**config.mk**
```make
export PLATFORM = sky130hd
export DESIGN_NAME = der_rsa_key_extractor_flat
export DESIGN_NICKNAME = d
export VERILOG_FILES = /design/src/design/derrsa_pkg.sv /design/src/design/derrsa_ifs.sv /design/src/design/derrsa_parser.sv /design/src/design/derrsa_out_fifo.sv /design/src/design/der_rsa_key_extractor.sv /design/src/flat_wrapper.sv
export SDC_FILE = /design/constraint.sdc
export NUM_CORES = 1
export LEC_CHECK = 0
export BUFFER_PORTS_ARGS = -buffer_cell sky130_fd_sc_hd__buf_2
export CAP_MARGIN = 20
export CORE_ASPECT_RATIO = 0.5
export CORE_MARGIN = 3
export CORE_UTILIZATION = 35
export CTS_BUF_LIST = sky130_fd_sc_hd__clkbuf_2
export CTS_CLUSTER_SIZE = 24
export DETAILED_ROUTE_END_ITERATION = 8
export GPL_TIMING_DRIVEN = 0
export SLEW_MARGIN = 0
export SYNTH_ARGS = -nofsm -noshare
export SYNTH_HDL_FRONTEND = slang
export SYNTH_SLANG_ARGS = --single-unit
```
**constraint.sdc**
```tcl
create_clock -name clk -period 4.4 [get_ports clk]
set_clock_uncertainty 0.1 [all_clocks]
set_input_delay 0.22 -clock clk [delete_from_list [all_inputs] [get_ports clk]]
set_output_delay 0.22 -clock clk [all_outputs]
set_load 0.05 [all_outputs]
```
**src/design/derrsa_pkg.sv**
```systemverilog
`default_nettype none

package derrsa_pkg;

	// Default key size limits.
	localparam int MODULUS_BYTES_DEF  = 512;
	localparam int EXPONENT_BYTES_DEF = 8;

	// DER tags that the parser checks.
	localparam logic [7:0] TAG_SEQUENCE   = 8'h30;
	localparam logic [7:0] TAG_INTEGER    = 8'h02;
	localparam logic [7:0] TAG_BIT_STRING = 8'h03;
	localparam logic [7:0] TAG_VERSION    = 8'hA0;

	// Length octets: more than this many length bytes is rejected.
	localparam logic [6:0] MAX_LEN_BYTES = 7'd4;

	// Result beat kinds.
	localparam logic [1:0] KIND_MODULUS  = 2'd0;
	localparam logic [1:0] KIND_EXPONENT = 2'd1;
	localparam logic [1:0] KIND_STATUS   = 2'd2;

	// Status codes.
	localparam logic [2:0] STAT_OK           = 3'd0;
	localparam logic [2:0] STAT_BAD_TAG      = 3'd1;
	localparam logic [2:0] STAT_LONG_LENGTH  = 3'd2;
	localparam logic [2:0] STAT_TRUNCATED    = 3'd3;
	localparam logic [2:0] STAT_MOD_TOO_LONG = 3'd4;
	localparam logic [2:0] STAT_EXP_TOO_LONG = 3'd5;

	// Output queue geometry.
	localparam int OUT_DEPTH  = 4;
	localparam int OUT_PTR_W  = $clog2(OUT_DEPTH);
	localparam int OUT_FILL_W = $clog2(OUT_DEPTH + 1);

	// One result beat.
	typedef struct packed {
		logic [1:0] item_kind;
		logic [7:0] key_byte;
		logic [8:0] byte_index;
		logic [2:0] status;
		logic [9:0] modulus_length;
		logic [3:0] exponent_length;
		logic       last_of_run;
	} result_t;

	// Write request from the parser into the output queue.
	typedef struct packed {
		logic    valid;
		result_t item;
	} push_t;

endpackage

`default_nettype wire

```
**src/design/derrsa_ifs.sv**
```systemverilog
`default_nettype none

// Byte stream channel into the extractor.
interface derrsa_byte_if;
	logic       valid;
	logic       ready;
	logic [7:0] data_byte;
	logic       end_of_message;

	modport source(output valid, output data_byte, output end_of_message, input ready);
	modport sink(input valid, input data_byte, input end_of_message, output ready);
endinterface

// Result channel out of the extractor.
interface derrsa_result_if;
	logic       valid;
	logic       ready;
	logic [1:0] item_kind;
	logic [7:0] key_byte;
	logic [8:0] byte_index;
	logic [2:0] status;
	logic [9:0] modulus_length;
	logic [3:0] exponent_length;
	logic       last_of_run;

	modport source(output valid, output item_kind, output key_byte, output byte_index,
		output status, output modulus_length, output exponent_length,
		output last_of_run, input ready);
	modport sink(input valid, input item_kind, input key_byte, input byte_index,
		input status, input modulus_length, input exponent_length,
		input last_of_run, output ready);
endinterface

`default_nettype wire

```
**src/design/derrsa_parser.sv**
```systemverilog
`default_nettype none

module derrsa_parser #(
	parameter int MODULUS_BYTES  = derrsa_pkg::MODULUS_BYTES_DEF,
	parameter int EXPONENT_BYTES = derrsa_pkg::EXPONENT_BYTES_DEF
) (
	input  wire logic                             clk,
	input  wire logic                             arst_n,
	derrsa_byte_if.sink                           bytes,
	input  wire logic [derrsa_pkg::OUT_FILL_W-1:0] fill,
	output derrsa_pkg::push_t                     push
);

	localparam int MCW = $clog2(MODULUS_BYTES + 1);
	localparam int ECW = $clog2(EXPONENT_BYTES + 1);
	localparam logic [32:0] MOD_LIMIT = 33'(MODULUS_BYTES);
	localparam logic [32:0] EXP_LIMIT = 33'(EXPONENT_BYTES);

	typedef enum logic [4:0] {
		PH_LIST, PH_CLEN, PH_CERT_TAG, PH_TBS_TAG, PH_VER_TAG, PH_SKIP_TAG,
		PH_SPKI_TAG, PH_ALG_TAG, PH_BIT_TAG, PH_UNUSED, PH_RSA_TAG, PH_MOD_TAG,
		PH_MOD_DATA, PH_EXP_TAG, PH_EXP_DATA, PH_LEN_FIRST, PH_LEN_MORE,
		PH_SKIP_BODY, PH_DONE, PH_FAIL
	} phase_t;

	typedef enum logic [3:0] {
		OW_CERT, OW_TBS, OW_VER, OW_SKIP, OW_SPKI, OW_ALG, OW_BIT, OW_RSA,
		OW_MOD, OW_EXP
	} owner_t;

	// Input register.
	logic       valid_s1;
	logic [7:0] data_s1;
	logic       eom_s1;

	// Parse state.
	phase_t      phase_q, phase_n;
	owner_t      owner_q, owner_n;
	logic [24:0] bc_q, bc_n;
	logic [23:0] dcl_q, dcl_n;
	logic [31:0] acc_q, acc_n;
	logic [2:0]  lbl_q, lbl_n;
	logic [31:0] skip_q, skip_n;
	logic [2:0]  stc_q, stc_n;
	logic [2:0]  err_q, err_n;
	logic [MCW-1:0] mcnt_q, mcnt_n;
	logic [ECW-1:0] ecnt_q, ecnt_n;

	// Status beat held back in a register when a key byte goes out with it.
	logic                pend_q, pend_n;
	derrsa_pkg::result_t pend_item_q, pend_item_n;

	logic accept;

	// Room for the beats of the byte in the input register and the new one.
	// No byte is taken while a byte that ends the message sits in the input register.
	assign bytes.ready = (fill <= derrsa_pkg::OUT_FILL_W'(derrsa_pkg::OUT_DEPTH - 3))
		&& !(valid_s1 && eom_s1);
	assign accept = bytes.valid && bytes.ready;

	// Per-byte parse step.
	always_comb begin
		logic        len_done;
		logic        skip_done;
		logic        fail_req;
		logic [2:0]  fail_code;
		logic        emitted;
		logic        too_long;
		logic [31:0] eff;
		logic [2:0]  st;
		logic [31:0] idx_wide;
		logic [31:0] mlen_wide;
		logic [31:0] elen_wide;
		derrsa_pkg::result_t status_item;

		phase_n     = phase_q;
		owner_n     = owner_q;
		bc_n        = bc_q;
		dcl_n       = dcl_q;
		acc_n       = acc_q;
		lbl_n       = lbl_q;
		skip_n      = skip_q;
		stc_n       = stc_q;
		err_n       = err_q;
		mcnt_n      = mcnt_q;
		ecnt_n      = ecnt_q;
		pend_n      = 1'b0;
		pend_item_n = pend_item_q;
		push        = '0;
		len_done    = 1'b0;
		skip_done   = 1'b0;
		fail_req    = 1'b0;
		fail_code   = derrsa_pkg::STAT_OK;
		emitted     = 1'b0;
		too_long    = 1'b0;
		eff         = acc_q;
		st          = derrsa_pkg::STAT_OK;
		idx_wide    = '0;
		mlen_wide   = '0;
		elen_wide   = '0;
		status_item = '0;

		// A held status beat goes out first; the input register is empty then.
		if (pend_q) begin
			push.valid = 1'b1;
			push.item  = pend_item_q;
		end

		if (valid_s1) begin
			bc_n = (&bc_q) ? bc_q : bc_q + 25'd1;

			unique case (phase_q)
				PH_LIST: begin
					if (bc_n >= 25'd3) phase_n = PH_CLEN;
				end
				PH_CLEN: begin
					dcl_n = {dcl_q[15:0], data_s1};
					if (bc_n >= 25'd6) phase_n = PH_CERT_TAG;
				end
				PH_CERT_TAG, PH_TBS_TAG, PH_SPKI_TAG, PH_RSA_TAG: begin
					if (data_s1 != derrsa_pkg::TAG_SEQUENCE) begin
						fail_req  = 1'b1;
						fail_code = derrsa_pkg::STAT_BAD_TAG;
					end else begin
						phase_n = PH_LEN_FIRST;
						if (phase_q == PH_CERT_TAG)      owner_n = OW_CERT;
						else if (phase_q == PH_TBS_TAG)  owner_n = OW_TBS;
						else if (phase_q == PH_SPKI_TAG) owner_n = OW_SPKI;
						else                             owner_n = OW_RSA;
					end
				end
				PH_BIT_TAG: begin
					if (data_s1 != derrsa_pkg::TAG_BIT_STRING) begin
						fail_req  = 1'b1;
						fail_code = derrsa_pkg::STAT_BAD_TAG;
					end else begin
						owner_n = OW_BIT;
						phase_n = PH_LEN_FIRST;
					end
				end
				PH_MOD_TAG, PH_EXP_TAG: begin
					if (data_s1 != derrsa_pkg::TAG_INTEGER) begin
						fail_req  = 1'b1;
						fail_code = derrsa_pkg::STAT_BAD_TAG;
					end else begin
						owner_n = (phase_q == PH_MOD_TAG) ? OW_MOD : OW_EXP;
						phase_n = PH_LEN_FIRST;
					end
				end
				PH_VER_TAG: begin
					owner_n = (data_s1 == derrsa_pkg::TAG_VERSION) ? OW_VER : OW_SKIP;
					phase_n = PH_LEN_FIRST;
				end
				PH_SKIP_TAG: begin
					owner_n = OW_SKIP;
					phase_n = PH_LEN_FIRST;
				end
				PH_ALG_TAG: begin
					owner_n = OW_ALG;
					phase_n = PH_LEN_FIRST;
				end
				PH_UNUSED: begin
					phase_n = PH_RSA_TAG;
				end
				PH_LEN_FIRST: begin
					if (!data_s1[7]) begin
						acc_n    = 32'(data_s1);
						len_done = 1'b1;
					end else if (data_s1[6:0] > derrsa_pkg::MAX_LEN_BYTES) begin
						fail_req  = 1'b1;
						fail_code = derrsa_pkg::STAT_LONG_LENGTH;
					end else if (data_s1[6:0] == 7'd0) begin
						acc_n    = '0;
						len_done = 1'b1;
					end else begin
						acc_n   = '0;
						lbl_n   = data_s1[2:0];
						phase_n = PH_LEN_MORE;
					end
				end
				PH_LEN_MORE: begin
					acc_n = {acc_q[23:0], data_s1};
					lbl_n = lbl_q - 3'd1;
					if (lbl_n == 3'd0) len_done = 1'b1;
				end
				PH_SKIP_BODY: begin
					skip_n = skip_q - 32'd1;
					if (skip_n == '0) skip_done = 1'b1;
				end
				PH_MOD_DATA: begin
					// The first body byte decides the size; a leading zero is dropped.
					emitted = 1'b1;
					if (skip_q == acc_q) begin
						if (data_s1 == 8'd0) begin
							eff     = acc_q - 32'd1;
							emitted = 1'b0;
						end
						too_long = ({1'b0, eff} > MOD_LIMIT);
					end
					if (too_long) begin
						emitted   = 1'b0;
						fail_req  = 1'b1;
						fail_code = derrsa_pkg::STAT_MOD_TOO_LONG;
					end else begin
						if (emitted) begin
							idx_wide                 = 32'(mcnt_q);
							push.valid               = 1'b1;
							push.item.item_kind      = derrsa_pkg::KIND_MODULUS;
							push.item.key_byte       = data_s1;
							push.item.byte_index     = idx_wide[8:0];
							mcnt_n                   = mcnt_q + 1'b1;
						end
						skip_n = skip_q - 32'd1;
						if (skip_n == '0) phase_n = PH_EXP_TAG;
					end
				end
				PH_EXP_DATA: begin
					emitted              = 1'b1;
					idx_wide             = 32'(ecnt_q);
					push.valid           = 1'b1;
					push.item.item_kind  = derrsa_pkg::KIND_EXPONENT;
					push.item.key_byte   = data_s1;
					push.item.byte_index = idx_wide[8:0];
					ecnt_n               = ecnt_q + 1'b1;
					skip_n               = skip_q - 32'd1;
					if (skip_n == '0) phase_n = PH_DONE;
				end
				default: begin
				end
			endcase

			// A length field is complete: move on according to its element.
			if (len_done) begin
				unique case (owner_q)
					OW_CERT: phase_n = PH_TBS_TAG;
					OW_TBS:  phase_n = PH_VER_TAG;
					OW_SPKI: phase_n = PH_ALG_TAG;
					OW_BIT:  phase_n = PH_UNUSED;
					OW_RSA:  phase_n = PH_MOD_TAG;
					OW_VER, OW_SKIP, OW_ALG: begin
						if (owner_q == OW_SKIP) stc_n = stc_q + 3'd1;
						skip_n = acc_n;
						if (acc_n == '0) skip_done = 1'b1;
						else             phase_n = PH_SKIP_BODY;
					end
					OW_MOD: begin
						if (acc_n == '0) begin
							phase_n = PH_EXP_TAG;
						end else if ({1'b0, acc_n} > MOD_LIMIT + 33'd1) begin
							fail_req  = 1'b1;
							fail_code = derrsa_pkg::STAT_MOD_TOO_LONG;
						end else begin
							skip_n  = acc_n;
							phase_n = PH_MOD_DATA;
						end
					end
					default: begin
						if ({1'b0, acc_n} > EXP_LIMIT) begin
							fail_req  = 1'b1;
							fail_code = derrsa_pkg::STAT_EXP_TOO_LONG;
						end else if (acc_n == '0) begin
							phase_n = PH_DONE;
						end else begin
							skip_n  = acc_n;
							phase_n = PH_EXP_DATA;
						end
					end
				endcase
			end

			// A skipped element is over.
			if (skip_done) begin
				if (owner_q == OW_ALG)                         phase_n = PH_BIT_TAG;
				else if (owner_q == OW_SKIP && stc_n >= 3'd5)  phase_n = PH_SPKI_TAG;
				else                                           phase_n = PH_SKIP_TAG;
			end

			// The first error is kept; parsing stops until the message ends.
			if (fail_req) begin
				if (err_q == derrsa_pkg::STAT_OK) err_n = fail_code;
				phase_n = PH_FAIL;
			end

			// End of message: build the status beat and return to the start.
			if (eom_s1) begin
				st = err_n;
				if (st == derrsa_pkg::STAT_OK &&
					(phase_n != PH_DONE || bc_n < 25'd6 + {1'b0, dcl_n})) begin
					st = derrsa_pkg::STAT_TRUNCATED;
				end
				mlen_wide                   = 32'(mcnt_n);
				elen_wide                   = 32'(ecnt_n);
				status_item.item_kind       = derrsa_pkg::KIND_STATUS;
				status_item.status          = st;
				status_item.modulus_length  = mlen_wide[9:0];
				status_item.exponent_length = elen_wide[3:0];
				status_item.last_of_run     = 1'b1;
				if (emitted) begin
					pend_n      = 1'b1;
					pend_item_n = status_item;
				end else begin
					push.valid = 1'b1;
					push.item  = status_item;
				end
				phase_n = PH_LIST;
				owner_n = OW_CERT;
				bc_n    = '0;
				dcl_n   = '0;
				acc_n   = '0;
				lbl_n   = '0;
				skip_n  = '0;
				stc_n   = '0;
				err_n   = derrsa_pkg::STAT_OK;
				mcnt_n  = '0;
				ecnt_n  = '0;
			end
		end
	end

	// Control and parse state.
	always_ff @(posedge clk or negedge arst_n) begin
		if (!arst_n) begin
			valid_s1 <= 1'b0;
			pend_q   <= 1'b0;
			phase_q  <= PH_LIST;
			owner_q  <= OW_CERT;
			bc_q     <= '0;
			dcl_q    <= '0;
			acc_q    <= '0;
			lbl_q    <= '0;
			skip_q   <= '0;
			stc_q    <= '0;
			err_q    <= derrsa_pkg::STAT_OK;
			mcnt_q   <= '0;
			ecnt_q   <= '0;
		end else begin
			valid_s1 <= accept;
			pend_q   <= pend_n;
			phase_q  <= phase_n;
			owner_q  <= owner_n;
			bc_q     <= bc_n;
			dcl_q    <= dcl_n;
			acc_q    <= acc_n;
			lbl_q    <= lbl_n;
			skip_q   <= skip_n;
			stc_q    <= stc_n;
			err_q    <= err_n;
			mcnt_q   <= mcnt_n;
			ecnt_q   <= ecnt_n;
		end
	end

	// Payload of the input register and the held status beat.
	always_ff @(posedge clk) begin
		if (accept) begin
			data_s1 <= bytes.data_byte;
			eom_s1  <= bytes.end_of_message;
		end
		pend_item_q <= pend_item_n;
	end

endmodule

`default_nettype wire

```
**src/design/derrsa_out_fifo.sv**
```systemverilog
`default_nettype none

module derrsa_out_fifo (
	input  wire logic                              clk,
	input  wire logic                              arst_n,
	input  wire derrsa_pkg::push_t                 push,
	output logic [derrsa_pkg::OUT_FILL_W-1:0]      fill,
	derrsa_result_if.source                        results
);

	derrsa_pkg::result_t mem [derrsa_pkg::OUT_DEPTH];

	logic [derrsa_pkg::OUT_PTR_W-1:0]  wr_ptr_q;
	logic [derrsa_pkg::OUT_PTR_W-1:0]  rd_ptr_q;
	logic [derrsa_pkg::OUT_FILL_W-1:0] fill_q;
	logic                              pop;
	derrsa_pkg::result_t               head;

	assign pop  = results.valid && results.ready;
	assign fill = fill_q;
	assign head = mem[rd_ptr_q];

	// Head entry drives the result channel.
	assign results.valid           = (fill_q != '0);
	assign results.item_kind       = head.item_kind;
	assign results.key_byte        = head.key_byte;
	assign results.byte_index      = head.byte_index;
	assign results.status          = head.status;
	assign results.modulus_length  = head.modulus_length;
	assign results.exponent_length = head.exponent_length;
	assign results.last_of_run     = head.last_of_run;

	// Pointers and fill level.
	always_ff @(posedge clk or negedge arst_n) begin
		if (!arst_n) begin
			wr_ptr_q <= '0;
			rd_ptr_q <= '0;
			fill_q   <= '0;
		end else begin
			if (push.valid) wr_ptr_q <= wr_ptr_q + 1'b1;
			if (pop)        rd_ptr_q <= rd_ptr_q + 1'b1;
			if (push.valid && !pop)      fill_q <= fill_q + 1'b1;
			else if (!push.valid && pop) fill_q <= fill_q - 1'b1;
		end
	end

	// Entry storage.
	always_ff @(posedge clk) begin
		if (push.valid) mem[wr_ptr_q] <= push.item;
	end

endmodule

`default_nettype wire

```
**src/design/der_rsa_key_extractor.sv**
```systemverilog
`default_nettype none
// A result beat passes through the input register and a queue entry before it is
// offered; a status beat whose byte also yields a key byte is pushed into the queue
// in the cycle after that key byte. Bytes are taken one per cycle, but only while the
// four-entry output queue holds at most one beat and the byte that ends a message is
// not in the input register. Reset (arst_n low, asynchronous) empties the queue and
// returns the parser to the list length bytes, as does each status beat.

module der_rsa_key_extractor #(
	parameter int MODULUS_BYTES  = derrsa_pkg::MODULUS_BYTES_DEF,
	parameter int EXPONENT_BYTES = derrsa_pkg::EXPONENT_BYTES_DEF
) (
	input  wire logic       clk,
	input  wire logic       arst_n,
	derrsa_byte_if.sink     bytes,
	derrsa_result_if.source results
);

	derrsa_pkg::push_t                 push;
	logic [derrsa_pkg::OUT_FILL_W-1:0] fill;

	// DER walk and key byte selection.
	derrsa_parser #(
		.MODULUS_BYTES (MODULUS_BYTES),
		.EXPONENT_BYTES(EXPONENT_BYTES)
	) u_parser (
		.clk   (clk),
		.arst_n(arst_n),
		.bytes (bytes),
		.fill  (fill),
		.push  (push)
	);

	// Result beat queue.
	derrsa_out_fifo u_out_fifo (
		.clk    (clk),
		.arst_n (arst_n),
		.push   (push),
		.fill   (fill),
		.results(results)
	);

endmodule

`default_nettype wire

```
**src/flat_wrapper.sv**
```systemverilog
// flat-port wrapper written by rule: the top's interface ports become plain ports
module der_rsa_key_extractor_flat 
#(
	parameter int MODULUS_BYTES  = derrsa_pkg::MODULUS_BYTES_DEF,
	parameter int EXPONENT_BYTES = derrsa_pkg::EXPONENT_BYTES_DEF
)
  (clk, arst_n, bytes_valid, bytes_data_byte, bytes_end_of_message, bytes_ready, results_valid, results_item_kind, results_key_byte, results_byte_index, results_status, results_modulus_length, results_exponent_length, results_last_of_run, results_ready);
  derrsa_byte_if bytes_i ();
  derrsa_result_if results_i ();
  input  wire logic clk;
  input  wire logic arst_n;
  input wire logic [$bits(bytes_i.valid)-1:0] bytes_valid;
  input wire logic [$bits(bytes_i.data_byte)-1:0] bytes_data_byte;
  input wire logic [$bits(bytes_i.end_of_message)-1:0] bytes_end_of_message;
  output wire logic [$bits(bytes_i.ready)-1:0] bytes_ready;
  output wire logic [$bits(results_i.valid)-1:0] results_valid;
  output wire logic [$bits(results_i.item_kind)-1:0] results_item_kind;
  output wire logic [$bits(results_i.key_byte)-1:0] results_key_byte;
  output wire logic [$bits(results_i.byte_index)-1:0] results_byte_index;
  output wire logic [$bits(results_i.status)-1:0] results_status;
  output wire logic [$bits(results_i.modulus_length)-1:0] results_modulus_length;
  output wire logic [$bits(results_i.exponent_length)-1:0] results_exponent_length;
  output wire logic [$bits(results_i.last_of_run)-1:0] results_last_of_run;
  input wire logic [$bits(results_i.ready)-1:0] results_ready;
  assign bytes_i.valid = bytes_valid;
  assign bytes_i.data_byte = bytes_data_byte;
  assign bytes_i.end_of_message = bytes_end_of_message;
  assign bytes_ready = bytes_i.ready;
  assign results_valid = results_i.valid;
  assign results_item_kind = results_i.item_kind;
  assign results_key_byte = results_i.key_byte;
  assign results_byte_index = results_i.byte_index;
  assign results_status = results_i.status;
  assign results_modulus_length = results_i.modulus_length;
  assign results_exponent_length = results_i.exponent_length;
  assign results_last_of_run = results_i.last_of_run;
  assign results_i.ready = results_ready;
  der_rsa_key_extractor #(.MODULUS_BYTES(MODULUS_BYTES), .EXPONENT_BYTES(EXPONENT_BYTES)) u_core (.clk(clk), .arst_n(arst_n), .bytes(bytes_i), .results(results_i));
endmodule
```
==> impl_results.md, run 1 <==
* Outcome: complete, but fails checks
* Failing checks: negative setup slack
* Worst setup path class: reg2reg
* Max_slew headroom at 30.4%
* Finished Cell Area at 22,400 µm²
* Crit path DAT at 5.12 ns
* CP Capture Type: flop
* DR vias at 16,700
* Ys flop type: edfxtp_1
* TritonCTS clock tree: built
* Top Ports at 52
* Endpoints failing setup at 10
* Cells after DPL at 2,620
* Clock Latency Late Sink at 1.06 ns
* Routed WL at about 64,000 µm
* Die height at 172 µm
* Buffers on Ports at 51
* Number of synthesized register bits at around 330
* Placer Congestion at 0.952
* Max frequency at ~220 MHz
* Post-Syn Area at 19,200 µm²
* Initial core utilization at 35.6%
* Worst-path maximum fanout at 7
* Core area at 54,100 µm²
* Root buffer cell: clkbuf_2
* Die ar. at 58,000 µm²
* YS warnings at 0
* Largest net degree at the start of global routing at 94
* Grt total ovfl at 0
* RSZ-0062 raised after global routing: yes
* Fin cells at 2,835
* CP startpoint kind: flop
* Min-delay worst type: in2async
* Seq/Total Area, Yosys at between 40% and 50%
* Yosys cell types at 94
* Worst Max-Slew Pin Slew at ~1.0 ns
* Vias per cell at 5.89
* Post-synth top area share at a little over a quarter
* Min cycle time layout at between 4 and 5 ns
* Nets at 2,118
* Initial antenna violation count at 4
* H-tree depth at 3
* Final Hold Vio Count at 0
* Syn Inst Count at 1,850
* Num CTS Buffers at 82
* Layout Area Growth over Synthesis at 16.5%
* Maximum VDD drop at between 0.15 and 0.2 mV
* Routed Antenna Nets at 0
* Static Leak at 9.16 nW
* DRC violation total after the first TritonRoute iteration at 1,813
* Final slew viol count at 0
* Post-DP Area at 20,600 µm²
* Clk slew on worst S/H paths at 0.12 ns
* Number of global-route vias before repair at 16,000
* Post-synth EDFFs at around 170
* Number of clock sinks at between 300 and 400
* Layout cell share with drive strength beyond 1 at 20.0%
* Ys async rst share at ~47%
* WL per Instance at approximately 22 µm
* Post-synthesis net count at 1,907
* Max-Cap Viols at 0
* Die width at between 300 and 400 µm
* Ranking of synthesized cells by area: edfxtp_1, dfrtp_1, mux4_2
* Crit share post-route at 103%
* Cell taking the most area after synthesis: edfxtp_1
* CTS Buffer Depth at 3
* FP Rows at 60
* Final setup TNS at -0.856 ns
* First-pass GRT wire length at roughly 97,000 µm
* # DRC at 0
* Mapped Avg Cell Area at slightly above 10 µm²
* Pre-antenna DRT Iters at 6
* P per Cell Area at 463 nW/µm²
* DP HPWL at 44,500 µm
* PnR worst setup slack at -0.113 ns
* Total track usage at a little over a fifth
* CP required at 5.01 ns
==> registers in the layout (all words and copies together) (netlist names), 2 cells and up <==
| signal | flops |
|---|---|
| u_core.u_out_fifo.fill | 3 |
| u_core.u_out_fifo.mem | 148 |
| u_core.u_out_fifo.rd_ptr_q | 2 |
| u_core.u_out_fifo.wr_ptr_q | 2 |
| u_core.u_parser.acc_q | 32 |
| u_core.u_parser.bc_q | 25 |
| u_core.u_parser.data_s1 | 8 |
| u_core.u_parser.dcl_q | 24 |
| u_core.u_parser.ecnt_q | 4 |
| u_core.u_parser.err_q | 3 |
| u_core.u_parser.lbl_q | 3 |
| u_core.u_parser.mcnt_q | 10 |
| u_core.u_parser.owner_q | 4 |
| u_core.u_parser.pend_item_q | 17 |
| u_core.u_parser.phase_q | 5 |
| u_core.u_parser.skip_q | 32 |
| u_core.u_parser.stc_q | 3 |
==> cell type report <==
| type | count | area [µm²] |
|---|---|---|
| diodes | 1 | 2.50 |
| flip-flops and latches | 328 | 9080 |
| well taps | 713 | 892 |
| clock inverters | 24 | 139 |
| repair buffers | 128 | 1020 |
| plain buffers | 144 | 637 |
| multi-input cells | 1326 | 9850 |
| inverters | 51 | 191 |
| clock buffers | 120 | 601 |
| fillers | 5307 | 31600 |
==> worst paths after layout <==
check | from | to | slack [ns] | depth (start not counted)
min in group clk | bytes_valid | u_core.u_parser.valid_s1 | 0.24 | 3
max | u_core.u_parser.phase_q[3] | u_core.u_out_fifo.mem[2][16] | -0.11 | 19
max reg2reg | u_core.u_parser.phase_q[3] | u_core.u_out_fifo.mem[2][16] | -0.11 | 19
max in group asynchronous | arst_n | u_core.u_parser.dcl_q[19] | 3.48 | 4
min reg2reg | u_core.u_out_fifo.fill[2] | u_core.u_out_fifo.fill[2] | 0.41 | 1
min | arst_n | u_core.u_parser.stc_q[0] | 0.18 | 4
==> routing by layer <==
metal	wire [µm]	vias up	global-route usage, %	part of all wire (%)
met3	4940	133	4.40	7.8
met2	27900	731	32.8	44
met5	12	-	0	0.019
met1	28900	8304	31.0	45
met4	1930	2	7.89	3.0
li1	-	7540	-	-
==> synthesized netlist by cell type (46+ instances only) <==
cell type    n
nor3_1      46
inv_1       49
nand2_1    153
edfxtp_1   174
a21oi_1     61
clkbuf_1    98
nand3_1     72
a22o_1      58
dfrtp_1    154
nor2_1     110
o21ai_0    104
xor2_1      67
==> what timing repair did <==
action                                  CTS  global route
pin swaps                                25            12
setup buffers                            25            21
hold buffers                             24             0
gates resized for setup                  78            41
endpoints found under the hold margin   178             0
endpoints found under the setup margin  229           291
gates cloned                              1             0
==> placed cells by master, fill, tap and decap left out, drive strengths merged, types with 34 or more instances in the layout <==
cell type    n
nor3        53
clkbuf     220
nor4        37
a22oi       34
o21ai      126
nand3       74
nand4       34
edfxtp     174
ha          44
buf        149
a21oi       62
and3        37
nand2      154
nor2       110
dfrtp      154
o2bb2ai     44
xor2        67
a22o        58
mux4        37
inv         53
==> worst max-delay path: stages, from the launching register on <==
cell and delay (ns):
dfrtp_1 0.41, buf_6 0.14, or3_4 0.36, nor2_4 0.17
buf_4 0.20, nand3_1 0.08, nand2_1 0.09, nand2_1 0.14
nor4_4 0.22, nand2_2 0.12, a21o_1 0.22, or3_1 0.34
ha_1 0.31, nand4_1 0.10, nor2_2 0.17, o2111ai_2 0.14
nand3_2 0.16, nand3_1 0.08, and4b_4 0.43, o221ai_4 0.15
==> through the flow <==
stage / total power, mW / worst slack (ns) / util (%) / hold WS (ns)
global route: 11.0 / -0.251 / 41.5 / 0.184
floorplan: 6.70 / -0.424 / - / -0.176
detailed placement: 7.92 / -1.19 / 38.0 / 0.110
CTS: 10.3 / -0.0673 / 40.8 / 0.0580
global placement: 7.86 / -2.54 / 37.7 / 0.297
finish: 10.4 / -0.113 / 41.5 / 0.182
==> cells by family after synthesis <==
| logic type | count (synthesis) | share of synthesized area (%) |
|---|---|---|
| buffers and inverters | 196 | 4.03 |
| and+or+nand+nor | 622 | 17.5 |
| AOI/OAI and AO/OA | 493 | 17.9 |
| muxes | 66 | 5.85 |
| xor gates and xnor gates | 100 | 4.55 |
| DFF | 328 | 47.2 |
| adders and majority gates | 45 | 2.91 |
==> where the power goes <==
| part | internal, mW | switching [mW] | leakage (nW) |
|---|---|---|---|
| sequential | 3.50 | 0.229 | 3.60 |
| clock | 0.758 | 1.33 | 0.567 |
| combinational | 1.55 | 3.00 | 4.98 |
No activity file was read; power rests on OpenSTA's default activity.
==> inputs of run 2 (changes only) <==
- CORE_ASPECT_RATIO: 0.5 -> unset
==> impl_results.md, run 2 (synthesis results as in run 1) <==
* Finished Cell Area at 22,500 µm² (+0.32%)
* Largest net degree at the start of global routing at 85 (-9.6%)
* Vias per cell at 5.95 (+0.90%)
* Outcome: complete, but fails checks
* # DRC at 0 (unchanged)
* Routed Antenna Nets at 0 (unchanged)
* Fin cells at 2,834 (-0.035%)
* Layout cell share with drive strength beyond 1 at 20.4% (+0.32 points)
* Layout fillers at 5,304 (-0.057%)
* Top Ports at 52 (unchanged)
* FP Rows at 85 (+42%)
* Max_slew headroom at 25.2% (-5.2 points)
* Endpoints failing setup at 8 (-2)
* Maximum VDD drop at 0.304 mV (+56%)
* Core area at 54,100 µm² (+0.15%)
* P per Cell Area at 464 nW/µm² (+0.29%)
* Max frequency at 226 MHz (+1.9%)
* DR vias at 16,900 (+0.87%)
* Nets at 2,119 (+0.047%)
* Cells after DPL at 2,604 (-0.61%)
* Clk slew on worst S/H paths at 0.11 ns (about the same)
* Max FFs per register at 148 (unchanged)
* Final Hold Vio Count at 0 (unchanged)
* Die ar. at 57,800 µm² (-0.29%)
* Initial antenna violation count at 1 (-3)
* Most frequent cells in the layout: edfxtp_1, dfrtp_1, nand2_1
* CTS Buffer Depth at 3 (unchanged)
* Total track usage at 22.4% (+0.60 points)
* Failing checks: negative setup slack
* DRC violation total after the first TritonRoute iteration at 1,507 (-17%)
* CP Capture Type: flop
* WL per Instance at 23.1 µm (+2.9%)
* H-tree depth at 3 (unchanged)
* TritonCTS clock tree: built
* Worst setup path class: reg2reg
* Die height at 240 µm (+40%)
* Min-delay worst type: in2async
* Pre-antenna DRT Iters at 6 (unchanged)
* Placer Congestion at 0.952 (about the same)
* Post-DP Area at 20,500 µm² (about the same)
* DP HPWL at 46,200 µm (+3.7%)
* Most common cell after layout, fill and taps aside: edfxtp_1
* Number of clock sinks at 328 (unchanged)
* Largest reg by FF count: u_core.u_out_fifo.mem
* Crit path DAT at 5.15 ns (+0.03 ns)
* Root buffer cell: clkbuf_2
* Total Power at 10.4 mW (+0.61%)
* Initial core utilization at 35.5% (-0.053 points)
* Final setup TNS at -0.128 ns (+0.727 ns)
* First-pass GRT wire length at 99,400 µm (+2.2%)
* CP startpoint kind: flop
* Worst-path maximum fanout at 5 (-2)
* PnR worst setup slack at -0.0287 ns (+0.0839 ns)
* Num CTS Buffers at 88 (+7.3%)
* CP required at 5.12 ns (+0.11 ns)
* Max-Cap Viols at 0 (unchanged)
* Number of global-route vias before repair at 16,300 (+2.1%)
* Clock Latency Late Sink at 1.12 ns (+0.06 ns)
* Crit share post-route at 101% (-1.9 points)
* RSZ-0062 raised after global routing: yes
* Worst Max-Slew Pin Slew at 1.12 ns (+0.0774 ns)
* Final slew viol count at 0 (unchanged)
* Largest registers: u_core.u_out_fifo.mem x148, u_core.u_parser.acc_q x32, u_core.u_parser.skip_q x32
* Grt total ovfl at 0 (unchanged)
* Routed WL at 65,500 µm (+2.8%)
* Static Leak at 9.19 nW (+0.36%)
* Min cycle time layout at 4.43 ns (-0.0839 ns)
* Die width at 240 µm (-29%)
* Layout Area Growth over Synthesis at 16.9%
* Buffers on Ports at 51 (unchanged)
-- run 2: cell count changes in the layout (fill, tap and decap cells not counted), moves of 3 or more --
cell and delta:
buf_4 -8, clkbuf_2 +8, clkinv_1 +8, buf_2 +4
nor3_2 -4, clkinv_2 +3, o21ai_0 -3, o21ai_1 +3
-- run 2: final timing paths --
path | from | endpoint | slack (ns) | cells past startpoint
max in group asynchronous | arst_n | u_core.u_parser.phase_q[1] | 3.50 | 4
setup / recovery | u_core.u_parser.phase_q[2] | u_core.u_parser.pend_item_q[15] | -0.03 | 25
hold / removal | arst_n | u_core.u_parser.bc_q[21] | 0.19 | 4
hold reg to reg | u_core.u_parser.dcl_q[20] | u_core.u_parser.dcl_q[20] | 0.40 | 1
setup reg to reg | u_core.u_parser.phase_q[2] | u_core.u_parser.pend_item_q[15] | -0.03 | 25
min in group clk | bytes_data_byte[0] | u_core.u_parser.data_s1[0] | 0.25 | 3
-- run 2: layout make-up --
cell class | count | area [µm²] | area share [%]
diodes | 1 | 2.50 | 0.0111
plain buffers | 144 | 633 | 2.82
clock buffers | 131 | 656 | 2.92
clock inverters | 34 | 163 | 0.724
inverters | 51 | 191 | 0.852
multi-input cells | 1326 | 9890 | 44.0
flip-flops and latches | 328 | 9080 | 40.4
well taps | 696 | 871 | 3.87
repair buffers | 123 | 993 | 4.42
-- run 2: per-layer routing --
metal	track usage, %	share of wire (%)	up-vias
met5	0	0	-
met1	29.7	43	8400
met2	37.2	48	758
li1	-	-	7544
met4	7.94	3.2	0
met3	3.44	6.5	153
-- run 2: report_power, final --
group | internal [mW] | switching [mW] | leakage, nW
clock network | 0.820 | 1.38 | 0.620
registers | 3.50 | 0.226 | 3.60
logic | 1.55 | 2.96 | 4.97
total | 5.87 | 4.57 | 9.19
-- run 2: timing repair --
action / in CTS / in global routing
pin swaps: 24 / 11
gates resized for setup: 86 / 42
hold buffers: 24 / 0
setup buffers: 30 / 11
endpoints found under the setup margin: 223 / 141
hold endpoints to repair: 178 / 0
-- run 2: metrics by stage --
stage	setup slack (ns)	hold WS [ns]	util, %
detailed placement	-1.65	0.148	37.9
CTS	-0.0262	0.0957	41.0
finish	-0.0287	0.191	41.5
global placement	-2.55	0.296	37.6
global route	-0.271	0.147	41.5
floorplan	-0.424	-0.176	-
-- run 2: worst max-delay path, stage by stage (launching register included) --
cell,delay [ns]
dfrtp_2,0.47
nor3_4,0.29
nand2_4,0.12
buf_8,0.15
buf_12,0.13
mux2i_4,0.19
ha_2,0.23
a21oi_2,0.15
nand3_2,0.13
nor2_4,0.15
buf_6,0.11
nand2_1,0.07
xnor2_2,0.16
ha_1,0.18
a21o_1,0.17
a21oi_2,0.11
nor2b_1,0.06
o21ai_1,0.11
nand2b_1,0.08
a21oi_2,0.13
nor2b_1,0.06
o21ai_1,0.18
nand3_2,0.15
nand3_2,0.10
and4b_4,0.24
o31ai_2,0.21
==> inputs of run 3 (changes only) <==
- SKIP_LAST_GASP: unset -> 1
==> impl_results.md, run 3 (synthesis results as in run 1) <==
* Layout cell share with drive strength beyond 1 at 20.4% (unchanged)
* Max_slew headroom at 25.1% (-0.17 points)
* # DRC at 0 (unchanged)
* Worst setup path class: reg2reg
* Maximum VDD drop at 0.304 mV (about the same)
* CP Capture Type: flop
* Largest registers: u_core.u_out_fifo.mem x148, u_core.u_parser.acc_q x32, u_core.u_parser.skip_q x32
* RSZ-0062 raised after global routing: yes
* Root buffer cell: clkbuf_2
* Register area at 9080 µm² (unchanged)
* Placer Congestion at 0.952 (unchanged)
* H-tree depth at 3 (unchanged)
* Largest reg by FF count: u_core.u_out_fifo.mem
* Routed WL at 65,400 µm (about the same)
* CP required at 5.07 ns (-0.05 ns)
* R2R depth at 13 (-48%)
* DR vias at 16,800 (-0.37%)
* Static Leak at 9.19 nW (unchanged)
* Largest net degree at the start of global routing at 85 (unchanged)
* TritonCTS clock tree: built
* Die height at 240 µm (unchanged)
* Grt total ovfl at 0 (unchanged)
* Vias per cell at 5.93 (-0.37%)
* Worst Max-Slew Pin Slew at 1.12 ns (+0.00259 ns)
* WL per Instance at 23.1 µm (about the same)
* First-pass GRT wire length at 99,400 µm (unchanged)
* Outcome: complete, but fails checks
* Clk slew on worst S/H paths at 0.11 ns (about the same)
* Routed Antenna Nets at 0 (unchanged)
* Hold slack at 0.196 ns (+0.00479 ns)
* Crit path DAT at 5.10 ns (-0.05 ns)
* Num CTS Buffers at 88 (unchanged)
* Area of the multi-input gates at 9890 µm² (unchanged)
* Number of global-route vias before repair at 16,300 (unchanged)
* Final setup TNS at -0.180 ns (-0.0518 ns)
* Min-delay worst type: in2async
* Die ar. at 57,800 µm² (unchanged)
* Total Power at 10.4 mW (about the same)
* Min cycle time layout at 4.44 ns (+0.00643 ns)
* Die width at 240 µm (unchanged)
* Layout Area Growth over Synthesis at 16.9% (unchanged)
* Most common cell after layout, fill and taps aside: edfxtp_1
* Buffers on Ports at 51 (unchanged)
* Final Hold Vio Count at 0 (unchanged)
* Initial core utilization at 35.5% (unchanged)
* R2r setup slk at -0.04 ns (about the same)
* Most frequent cells in the layout: edfxtp_1, dfrtp_1, nand2_1
* P per Cell Area at 464 nW/µm² (about the same)
* Nets at 2,119 (unchanged)
* Worst r2r dst: u_core.u_out_fifo.mem[2][16]
* Crit share post-route at 101% (+0.15 points)
* Final slew viol count at 0 (unchanged)
* Failing checks: negative setup slack
* Max frequency at 225 MHz (-0.14%)
* Max FFs per register at 148 (unchanged)
* Worst-path maximum fanout at 10 (+5)
* Total track usage at 22.4% (unchanged)
* Core area at 54,100 µm² (unchanged)
* PnR worst setup slack at -0.0352 ns (-0.00643 ns)
* DRC violation total after the first TritonRoute iteration at 1,511 (+0.27%)
* Max-Cap Viols at 0 (unchanged)
* Top Ports at 52 (unchanged)
* Endpoints failing setup at 9 (+1)
* CP startpoint kind: flop
* Number of clock sinks at 328 (unchanged)
* FP Rows at 85 (unchanged)
* CTS Buffer Depth at 3 (unchanged)
* Pre-antenna DRT Iters at 5 (-1)
* Reg2reg start: u_core.u_parser.phase_q[1]
* DP HPWL at 46,200 µm (unchanged)
* Layout fillers at 5,304 (unchanged)
* Clock Latency Late Sink at 1.12 ns (about the same)
* Initial antenna violation count at 1 (unchanged)
==> run 3: report_power, final <==
| part | switching [mW] | internal (mW) |
|---|---|---|
| Clock | 1.38 | 0.820 |
| Sequential | 0.226 | 3.50 |
| Combinational | 2.96 | 1.55 |
==> run 3: final cells by class <==
class                      instances  share of cell area (%)
antenna                            1                  0.0111
buffer                           144                    2.82
clock inverter                    34                   0.724
sequential                       328                    40.4
multi-input combinational       1326                    44.0
clock buffer                     131                    2.92
inverter                          51                   0.852
tap                              696                    3.87
timing repair buffer             123                    4.42
==> run 3: timing repair <==
item | in CTS | in global routing
endpoints found under the setup margin | 223 | 141
endpoints found under the hold margin | 178 | 0
hold buffers | 24 | 0
gates resized for setup | 86 | 42
buffers inserted | 30 | 11
pin swaps | 24 | 11
==> run 3: worst max-delay path, stage by stage (launching register included) <==
cell,delay [ns]
dfrtp_2,0.50
or3_4,0.45
nor2_1,0.43
buf_2,0.36
o21ai_0,0.19
o21ai_0,0.18
nor2_1,0.17
a31oi_2,0.35
nor4_1,0.13
or4_1,0.51
nand4_1,0.20
nand3_2,0.09
and4b_4,0.42
o221ai_4,0.15
==> run 3: worst max path at each step <==
stage	from	to	slack [ns]
2_1_floorplan	u_core.u_parser.acc_q[0]	u_core.u_out_fifo.mem[0][0]	-0.42
3_3_place_gp	u_core.u_parser.acc_q[0]	u_core.u_out_fifo.mem[2][16]	-2.55
3_5_place_dp	u_core.u_parser.phase_q[1]	u_core.u_out_fifo.mem[2][16]	-1.65
4_1_cts	u_core.u_parser.phase_q[2]	u_core.u_parser.pend_item_q[15]	-0.03
5_1_grt	u_core.u_parser.phase_q[2]	u_core.u_parser.pend_item_q[15]	-0.27
6_report	u_core.u_parser.phase_q[1]	u_core.u_out_fifo.mem[2][16]	-0.04
==> run 3: stage by stage <==
stage	cells	setup slack, ns	instance area [µm²]	utilization, %
final	2834	-0.0352	22500	41.5
after global routing	2834	-0.271	22500	41.5
after detailed placement	2604	-1.65	20500	37.9
after floorplan	1850	-0.424	19200	-
after global placement	2597	-2.55	20400	37.6
after CTS	2823	-0.0262	22200	41.0
==> run 3: metal layers <==
metal | up-vias | GRT usage, % | wire, µm
met3 | 150 | 3.44 | 4250
met2 | 741 | 37.2 | 31200
met4 | 0 | 7.94 | 2100
met1 | 8354 | 29.7 | 27900
met5 | - | 0 | 0
li1 | 7547 | - | -
